$ cat config.mk
export PLATFORM = sky130hd
export DESIGN_NAME = led_driver_single_wire_serializer_top
export DESIGN_NICKNAME = d
export VERILOG_FILES = /design/src/sv/lds_pkg.sv /design/src/sv/lds_front.sv /design/src/sv/lds_queue.sv /design/src/sv/lds_back.sv /design/src/sv/led_driver_single_wire_serializer_top.sv
export SDC_FILE = /design/constraint.sdc
export NUM_CORES = 1
export LEC_CHECK = 0
export BUFFER_PORTS_ARGS = -buffer_cell sky130_fd_sc_hd__buf_2
export CELL_PAD_IN_SITES_DETAIL_PLACEMENT = 2
export CELL_PAD_IN_SITES_GLOBAL_PLACEMENT = 2
export CORE_ASPECT_RATIO = 0.5
export CORE_MARGIN = 2
export CORE_UTILIZATION = 36
export DETAILED_ROUTE_END_ITERATION = 8
export PLACE_DENSITY = 0.85
export SLEW_MARGIN = 20
export SYNTH_ARGS = -nofsm -noshare
export SYNTH_HDL_FRONTEND = slang
export SYNTH_HIERARCHICAL = 1
export SYNTH_SLANG_ARGS = --single-unit
$ cat constraint.sdc
create_clock -name clk -period 2.91 [get_ports clk]
set_input_delay 0.4365 -clock clk [delete_from_list [all_inputs] [get_ports clk]]
set_output_delay 0.4365 -clock clk [all_outputs]
set_load 0.01 [all_outputs]
$ cat src/sv/lds_pkg.sv
package lds_pkg;

	localparam int WORD_BITS = 12;
	localparam int SLOT_BITS = 4 * WORD_BITS;
	localparam int BIT_CNT_W = $clog2(SLOT_BITS + 1);
	localparam int IDLE_CNT_W = 4;
	localparam int GAP_W = 3;
	localparam int ADDR_W = 3;
	localparam int QUEUE_DEPTH_DEF = 2;

	localparam logic [WORD_BITS-1:0] CMD_WORD = 12'h3AA;
	localparam logic [GAP_W-1:0] GAP_MAX = 3'd4;
	localparam logic [GAP_W-1:0] GAP_RESET = 3'd4;

	localparam logic [1:0] KIND_ZERO = 2'd0;
	localparam logic [1:0] KIND_ONE = 2'd1;
	localparam logic [1:0] KIND_IDLE = 2'd2;

	localparam logic REG_LATCH_GAP = 1'b0;
	localparam logic REG_FRAME_GAP = 1'b1;

	typedef struct packed {
		logic [WORD_BITS-1:0] blue_level;
		logic [WORD_BITS-1:0] green_level;
		logic [WORD_BITS-1:0] red_level;
		logic last_pixel;
	} in_item_t;

	typedef struct packed {
		logic [1:0] slot_kind;
		logic last_slot;
	} out_item_t;

	typedef struct packed {
		logic [WORD_BITS-1:0] blue_level;
		logic [WORD_BITS-1:0] green_level;
		logic [WORD_BITS-1:0] red_level;
		logic [IDLE_CNT_W-1:0] idle_cnt;
	} task_t;

	typedef struct packed {
		logic full;
		logic empty;
	} q_stat_t;

endpackage

$ cat src/sv/lds_front.sv
module lds_front (
	input  logic in_valid,
	output logic in_stall,
	input  lds_pkg::in_item_t in_item,
	input  logic [lds_pkg::GAP_W-1:0] latch_gap,
	input  logic [lds_pkg::GAP_W-1:0] frame_gap,
	input  lds_pkg::q_stat_t q_stat,
	output logic push,
	output lds_pkg::task_t task_item
);
	import lds_pkg::*;

	function automatic logic [GAP_W-1:0] sat_gap(input logic [GAP_W-1:0] v);
		return (v > GAP_MAX) ? GAP_MAX : v;
	endfunction

	logic [GAP_W-1:0] latch_sat;
	logic [GAP_W-1:0] frame_sat;

	assign in_stall = q_stat.full;
	assign push = in_valid && !q_stat.full;

	always_comb begin
		latch_sat = sat_gap(latch_gap);
		frame_sat = in_item.last_pixel ? sat_gap(frame_gap) : '0;
		task_item.blue_level = in_item.blue_level;
		task_item.green_level = in_item.green_level;
		task_item.red_level = in_item.red_level;
		task_item.idle_cnt = IDLE_CNT_W'(latch_sat) + IDLE_CNT_W'(frame_sat);
	end

endmodule

$ cat src/sv/lds_queue.sv
module lds_queue #(
	parameter int DEPTH = lds_pkg::QUEUE_DEPTH_DEF
) (
	input  logic clk,
	input  logic arst_n,
	input  logic push,
	input  lds_pkg::task_t wdata,
	input  logic pop,
	output lds_pkg::task_t rdata,
	output lds_pkg::q_stat_t q_stat
);
	import lds_pkg::*;

	localparam int PTR_W = $clog2(DEPTH);
	localparam int CNT_W = $clog2(DEPTH + 1);

	task_t mem [DEPTH];
	logic [PTR_W-1:0] wr_ptr_q;
	logic [PTR_W-1:0] rd_ptr_q;
	logic [CNT_W-1:0] count_q;

	assign q_stat.full = (count_q == CNT_W'(DEPTH));
	assign q_stat.empty = (count_q == '0);
	assign rdata = mem[rd_ptr_q];

	always_ff @(posedge clk) begin
		if (push) begin
			mem[wr_ptr_q] <= wdata;
		end
	end

	always_ff @(posedge clk or negedge arst_n) begin
		if (!arst_n) begin
			wr_ptr_q <= '0;
			rd_ptr_q <= '0;
			count_q <= '0;
		end else begin
			if (push) begin
				wr_ptr_q <= (wr_ptr_q == PTR_W'(DEPTH - 1)) ? '0 : wr_ptr_q + 1'b1;
			end
			if (pop) begin
				rd_ptr_q <= (rd_ptr_q == PTR_W'(DEPTH - 1)) ? '0 : rd_ptr_q + 1'b1;
			end
			if (push && !pop) begin
				count_q <= count_q + 1'b1;
			end else if (pop && !push) begin
				count_q <= count_q - 1'b1;
			end
		end
	end

endmodule

$ cat src/sv/lds_back.sv
module lds_back (
	input  logic clk,
	input  logic arst_n,
	input  lds_pkg::q_stat_t q_stat,
	input  lds_pkg::task_t task_item,
	output logic pop,
	output logic out_valid,
	input  logic out_stall,
	output lds_pkg::out_item_t out_item
);
	import lds_pkg::*;

	logic busy_q;
	logic [SLOT_BITS-1:0] shift_q;
	logic [BIT_CNT_W-1:0] bits_left_q;
	logic [IDLE_CNT_W-1:0] idle_left_q;
	logic out_valid_q;
	out_item_t out_q;

	logic adv;
	logic step;
	logic has_bits;
	logic last_now;
	logic [1:0] kind_now;

	assign adv = !out_valid_q || !out_stall;
	assign step = busy_q && adv;
	assign has_bits = (bits_left_q != '0);
	assign last_now = has_bits ?
		(bits_left_q == BIT_CNT_W'(1) && idle_left_q == '0) :
		(idle_left_q == IDLE_CNT_W'(1));
	assign kind_now = !has_bits ? KIND_IDLE : (shift_q[SLOT_BITS-1] ? KIND_ONE : KIND_ZERO);
	assign pop = !q_stat.empty && (!busy_q || (step && last_now));

	assign out_valid = out_valid_q;
	assign out_item = out_q;

	always_ff @(posedge clk or negedge arst_n) begin
		if (!arst_n) begin
			busy_q <= 1'b0;
			out_valid_q <= 1'b0;
		end else begin
			if (pop) begin
				busy_q <= 1'b1;
			end else if (step && last_now) begin
				busy_q <= 1'b0;
			end
			if (adv) begin
				out_valid_q <= busy_q;
			end
		end
	end

	always_ff @(posedge clk) begin
		if (pop) begin
			shift_q <= {CMD_WORD, task_item.blue_level, task_item.green_level,
				task_item.red_level};
			bits_left_q <= BIT_CNT_W'(SLOT_BITS);
			idle_left_q <= task_item.idle_cnt;
		end else if (step) begin
			if (has_bits) begin
				shift_q <= {shift_q[SLOT_BITS-2:0], 1'b0};
				bits_left_q <= bits_left_q - 1'b1;
			end else begin
				idle_left_q <= idle_left_q - 1'b1;
			end
		end
		if (step) begin
			out_q.slot_kind <= kind_now;
			out_q.last_slot <= last_now;
		end
	end

endmodule

$ cat src/sv/led_driver_single_wire_serializer_top.sv
// Path: an accepted pixel is written to the queue, popped into the serializer
// shift register, and its slots are registered at the output. Throughput: one
// slot per cycle while out_stall is low; a pixel takes 48 bit slots plus 0 to 8
// idle slots (latch gap, plus frame gap on the last pixel), all from the single
// slot serializer in the back end. Reset: arst_n clears the queue, serializer
// and output valid; both gap registers reset to 4.
module led_driver_single_wire_serializer_top #(
	parameter int QUEUE_DEPTH = lds_pkg::QUEUE_DEPTH_DEF
) (
	input  logic clk,
	input  logic arst_n,
	input  logic in_valid,
	output logic in_stall,
	input  lds_pkg::in_item_t in_item,
	output logic out_valid,
	input  logic out_stall,
	output lds_pkg::out_item_t out_item,
	input  logic psel,
	input  logic penable,
	input  logic pwrite,
	input  logic [lds_pkg::ADDR_W-1:0] paddr,
	input  logic [31:0] pwdata,
	output logic [31:0] prdata,
	output logic pready
);
	import lds_pkg::*;

	logic [GAP_W-1:0] latch_gap_q;
	logic [GAP_W-1:0] frame_gap_q;
	logic cfg_wr;
	logic reg_sel;
	logic push;
	logic pop;
	task_t push_task;
	task_t head_task;
	q_stat_t q_stat;

	assign pready = 1'b1;
	assign cfg_wr = psel && penable && pwrite;
	assign reg_sel = paddr[2];

	always_comb begin
		unique case (reg_sel)
			REG_LATCH_GAP: prdata = {{(32 - GAP_W){1'b0}}, latch_gap_q};
			REG_FRAME_GAP: prdata = {{(32 - GAP_W){1'b0}}, frame_gap_q};
			default: prdata = '0;
		endcase
	end

	always_ff @(posedge clk or negedge arst_n) begin
		if (!arst_n) begin
			latch_gap_q <= GAP_RESET;
			frame_gap_q <= GAP_RESET;
		end else if (cfg_wr) begin
			if (reg_sel == REG_LATCH_GAP) begin
				latch_gap_q <= pwdata[GAP_W-1:0];
			end else begin
				frame_gap_q <= pwdata[GAP_W-1:0];
			end
		end
	end

	lds_front u_front (
		.in_valid (in_valid),
		.in_stall (in_stall),
		.in_item (in_item),
		.latch_gap (latch_gap_q),
		.frame_gap (frame_gap_q),
		.q_stat (q_stat),
		.push (push),
		.task_item (push_task)
	);

	lds_queue #(
		.DEPTH (QUEUE_DEPTH)
	) u_queue (
		.clk (clk),
		.arst_n (arst_n),
		.push (push),
		.wdata (push_task),
		.pop (pop),
		.rdata (head_task),
		.q_stat (q_stat)
	);

	lds_back u_back (
		.clk (clk),
		.arst_n (arst_n),
		.q_stat (q_stat),
		.task_item (head_task),
		.pop (pop),
		.out_valid (out_valid),
		.out_stall (out_stall),
		.out_item (out_item)
	);

`ifndef NO_ASSERTIONS
	a_pop_nonempty: assert property (@(posedge clk) disable iff (!arst_n)
		pop |-> !q_stat.empty)
		else $error("pop from empty queue");

	a_q_stat: assert property (@(posedge clk) disable iff (!arst_n)
		!(q_stat.full && q_stat.empty))
		else $error("queue full and empty");

	a_kind_legal: assert property (@(posedge clk) disable iff (!arst_n)
		out_valid |-> (out_item.slot_kind == KIND_ZERO || out_item.slot_kind == KIND_ONE
			|| out_item.slot_kind == KIND_IDLE))
		else $error("illegal slot kind");

	a_cfg_write: assert property (@(posedge clk) disable iff (!arst_n)
		(cfg_wr && reg_sel == REG_LATCH_GAP) |=> latch_gap_q == $past(pwdata[GAP_W-1:0]))
		else $error("latch gap write lost");
`endif

endmodule

Yosys cells after proc, flatten, opt, wreduce, memory -nomap -nowiden. Memories as Yosys holds them, arrays and structs flattened. Cells that the tools add are included.

$add $sub $neg: 7. Magnitude comparators: 2. Equality and inequality tests: 4. Muxes and demuxes: 20. Bitwise logic cells: 1. Reductions and logical operators: 30.

Operator list (count): $mux W36 (3); $pmux W32 S2 (1); $mux W4 (3); $reduce_and A2 Y1 (5); $logic_and A1 B1 Y1 (9); $mux W3 (3); $mux W1 (8); $reduce_bool A2 Y1 (4); $logic_not A1 Y1 (7); $eq A6 B1 Y1 const B (1); $gt A3 B3 Y1 const B (2); $reduce_bool A6 Y1 (1); $sub A6 B1 Y6 const B (1); $add A3 B3 Y4 (1); $eq A4 B1 Y1 const B (1); $logic_not A4 Y1 (1); $mux W2 (2); $sub A4 B1 Y4 const B (1); $add A1 B1 Y1 const B (2); $add A2 B1 Y2 const B (1); $eq A2 B2 Y1 const B (1); $logic_not A2 Y1 (1); $logic_or A1 B1 Y1 (2); $ne A2 B2 Y1 const B (1); 2 further kinds (2).

Flip-flop bits (word level): 73. RAM bits: 80. Output and inout bits: 38. Word-level logic and storage cells: 78. Memories: 1.

Memories: u_queue.mem (depth 2, bits a word 40, read ports 1, clocked after Yosys merged registers in 0, write ports 1, line lds_queue.sv:17) `task_t mem [DEPTH];`.

Longest topological paths before layout.
Depth after elaboration: 9. Depth in mapped cells: 12. Mapped depth without buffers: 10.

Modules after synthesis. The synthesis kept the hierarchy.

Modules (own cells, without submodules): lds_queue (times used 1, cells each 141, area each 3276.9 sq um, seq. area each 2502.4 sq um); lds_back (times used 1, cells each 192, area each 2798.9 sq um, seq. area each 1701.6 sq um); led_driver_single_wire_serializer_top (times used 1, cells each 49, area each 523.0 sq um, seq. area each 152.6 sq um); lds_front (times used 1, cells each 52, area each 404.1 sq um, seq. area each 0.0 sq um).

Least setup slack after synthesis. Ideal clock, no wire load.

Path kind: register to register. Start point: register u_queue.count_q[1]. End point: memory u_queue/mem[0][0] in the netlist's numbering (enable). Library setup time: 0.442 ns. Arrival: 2.582 ns. Data required time: 2.468 ns. Path slack: -0.114 ns. Stages on the path, launching flop included: 4. Clock period less this slack: 3.024 ns. Cell sequence: dfrtp_1 > nor2b_1 > nor2b_1 > nor2b_1.

RTL lines: start, declared (line lds_queue.sv:20) `logic [CNT_W-1:0] count_q;`; start signal, assigned (line lds_queue.sv:45) `count_q <= count_q + 1'b1;`; start signal, assigned (line lds_queue.sv:47) `count_q <= count_q - 1'b1;`; end, declared (line lds_queue.sv:17).

Final worst setup path.
Start point: register u_back.bits_left_q[0]. End point: register u_back.shift_q[17], data pin.

Cells in the longest elaborated chain, start to end: 7.

RTL lines: start, declared (line lds_back.sv:15) `logic [BIT_CNT_W-1:0] bits_left_q;`; start signal, assigned (line lds_back.sv:58) `bits_left_q <= BIT_CNT_W'(SLOT_BITS);`; start signal, assigned (line lds_back.sv:63) `bits_left_q <= bits_left_q - 1'b1;`; $eq A6 B1 Y1 (line lds_back.sv:30) `(bits_left_q == BIT_CNT_W'(1) && idle_left_q == '0) :`; $logic_and A1 B1 Y1 (line lds_back.sv:30); $mux W1 * (line lds_back.sv:29) `assign last_now = has_bits ?`; $logic_and A1 B1 Y1 * (line lds_back.sv:33) `assign pop = !q_stat.empty && (!busy_q || (step && last_now));`; $logic_or A1 B1 Y1 * (line lds_back.sv:33); $logic_and A1 B1 Y1 * (line lds_back.sv:33); net pop (line led_driver_single_wire_serializer_top.sv:33) `logic pop;`; $mux W36 * (line lds_back.sv:55) `if (pop) begin`; end signal, assigned (line lds_back.sv:56) `shift_q <= {CMD_WORD, task_item.blue_level, task_item.green_level,`; end signal, assigned (line lds_back.sv:62) `shift_q <= {shift_q[SLOT_BITS-2:0], 1'b0};`; end, declared (line lds_back.sv:14) `logic [SLOT_BITS-1:0] shift_q;`.

The timed path passes the listed nets; every way through them passes the cells marked *. A chain may end at the register's enable or synchronous reset.

==> metrics.txt <==
status=finished, final reports clean; Area Growth Syn to Fin=11.0%; Leak=0.00315 uW; warnings from Yosys=6; most common flop cell mapped by yosys=edfxtp_1; Tightest Hold Check Type=in2reg; post-synthesis xor/xnor area fraction=1.25%; CP Cell Sequence=inv_1 > ha_1 > and3b_1 > o2111ai_2 > a21oi_4 > buf_4 > mux2_2; TNS Setup=0 ns; CTS Buffer Depth=2; final max-slew violation count=0; clock slew at reported path FFs=0.07 ns; Req. time, crit path=3.06 ns; Max Clk Rate=409 MHz; remaining routing DRC violations=0; grt peak-use layer=met2; CP Launch Type=flip-flop; period utilization=84.1%; initial antenna violation count=0; Synth Area in Simple Gates=4.73%; Post-Synthesis Cell Area=7000 um^2; hpwl dp=9720 um; largest net degree at the start of global routing=42; # nets final=557; Syn Inst Count=434; Hold Vio Cnt, Final=0; DR vias/cell=4.49; Compound-Gate Fraction of Synth Area=2.45%; adder-cell share of the synthesized area=2.07%; design area=7780 um^2; Synth cell types=41; Total Routing Usage GR=14.5%; Die Y=103 um; met3 usage=2.97%; Seq/Total Area, Yosys=62.2%; Tightest Pin Transition=0.616 ns; Clock Sinks=153; Clock Skew=0.0150 ns; maximum VDD drop=0.481 mV; H-tree depth=4; 1st-pass router iterations=6; Core Rows=35; Setup violations, final=0; CP max FO=17; drt wl/cell=19.0 um; RSZ-0062 raised after global routing=false; met2 Use GR=27.4%; die width=201 um; GR Overflow Total=0; Post-CTS Setup Bufs=0; PortBufs=55; initial drt markers=120; Placed Cells=705; power per cell area=843 nW/um^2; largest family of logic cells by synthesized area=multiplexers; post-synthesis mux area share=17.1%; ant diodes=0; flops & latches, synth=153; synthesized area per cell=16.1 um^2; Rel. slew slack=58.9%; commonest non-fill, non-tap cell in the layout=edfxtp_1; # hold bufs at CTS=1; Worst setup EP type=flip-flop; Post-synth EDFFs=123; most frequent cells in the layout=123 x edfxtp_1, 55 x buf_2, 42 x mux2_2; number of global-route vias before repair=3810; met1 usage in global routing=16.5%; Root Buffer=clkbuf_16; first-pass GRT wire length=21900 um; Final Core Density=41.5%; Ports=117; worst skew pair latency=0.42 ns; critical setup path kind=reg2reg; Worst Hold Slack=0.207 ns; Routed WL=14100 um; Std-Cell Core Area=18700 um^2; crit path DAT=2.60 ns; Placed Area=7140 um^2; clock period minus worst slack=2.45 ns; Post-Layout Cell Count=739; Initial Util=37.4%; max cap viols=0; Die ar.=20700 um^2; slowest stage delay, CP=0.42 ns; TritonCTS clock tree=done; Final ANT Viol Nets=0; CTS Buf Count=17; Post-CTS Resized=0; ys async rst share=7.84%; Placer Congestion=0.733; via count=3320; slowest CP cell=dfxtp_1; layout cells sized above 1=39.4%
## path summary, 6_finish.rpt
| kind | start | to | slack, ns | depth (start not counted) |
|---|---|---|---|---|
| setup / recovery | u_back/bits_left_q[0] | u_back/shift_q[17] | 0.46 | 7 |
| hold / removal | in_item[28] | u_queue/mem[1][31] | 0.21 | 1 |
| setup reg to reg | u_back/bits_left_q[0] | u_back/shift_q[17] | 0.46 | 7 |
| hold reg to reg | u_back/shift_q[44] | u_back/shift_q[45] | 0.47 | 1 |
| max in group asynchronous | arst_n | frame_gap_q[2] | 2.19 | 2 |
| min in group asynchronous | arst_n | u_queue/count_q[1] | 0.44 | 2 |
## final cells by class
class,instances,area (um^2)
Fill cell,1879,11000
Timing Repair Buffer,67,400
Clock buffer,23,512
Inverter,9,33.8
Tap cell,259,324
Clock inverter,9,83.8
Multi-Input combinational cell,219,2060
Sequential cell,153,4360
## critical path: cells and delay by family, from the launching register on
family,cells,cell delay [ns]
DFF,1,0.42
adders and majority gates,1,0.27
buffers and inverters,2,0.39
AOI/OAI and AO/OA,2,0.42
and+or+nand+nor,1,0.29
muxes,1,0.40
## layer usage
layer	vias to the layer above	wire (um)
met4	0	217
met1	1705	5920
met5	-	0
li1	1545	-
met2	59	7630
met3	11	293
## sequential cells by signal, summed over array words and instances, names as in the netlist
name / cells
latch_gap_q: 3
frame_gap_q: 3
u_queue/rd_ptr_q: 1
u_back/shift_q: 48
u_queue/count_q: 2
u_queue/mem: 80
u_back/busy_q: 1
u_back/bits_left_q: 6
u_queue/wr_ptr_q: 1
u_back/out_item: 3
u_back/idle_left_q: 4
u_back/out_valid: 1
## cell families after synthesis
kind of cell	after synthesis
flip-flops	153
other	2
AND/OR/NAND/NOR	55
multiplexers	94
XOR/XNOR	10
adder cells (fa/ha/maj)	11
buffers and inverters	90
AO/OA/AOI/OAI	19
## cell usage after synthesis, types with 2 or more instances
library cell,count,area (um^2)
nor3_1,4,20.0
a21boi_2,2,22.5
dfstp_2,2,52.6
dfxtp_1,18,360
mux2_1,6,67.6
buf_12,4,80.1
mux2i_1,7,70.1
inv_1,9,33.8
a211o_1,8,70.1
buf_6,5,56.3
nand2_1,7,26.3
mux2_4,39,586
and3b_1,3,26.3
o211ai_1,2,15.0
and2_1,5,31.3
xnor2_1,2,17.5
buf_4,71,533
conb_1,2,7.51
a21oi_1,2,10.0
dfrtp_1,10,250
xor2_1,8,70.1
mux2_2,42,473
nor2b_1,11,68.8
ha_1,10,125
edfxtp_1,123,3690
o21bai_1,2,15.0
nor2_1,15,56.3
nand3_1,2,10.0
## per-stage QoR
step                      worst slack, ns  power [uW]
after floorplan                     0.434        4090
after global placement              0.541        4260
after detailed placement            0.384        4410
after CTS                           0.366        6640
after global routing                0.318        6890
final                               0.463        6560
## where the power goes
part / internal, uW / leakage, uW / switching, uW
Sequential: 2930 / 0.00144 / 260
Clock: 1330 / 0.000298 / 857
Combinational: 569 / 0.00141 / 611
Total: 4830 / 0.00315 / 1730
(Power assumes the default switching activity.)
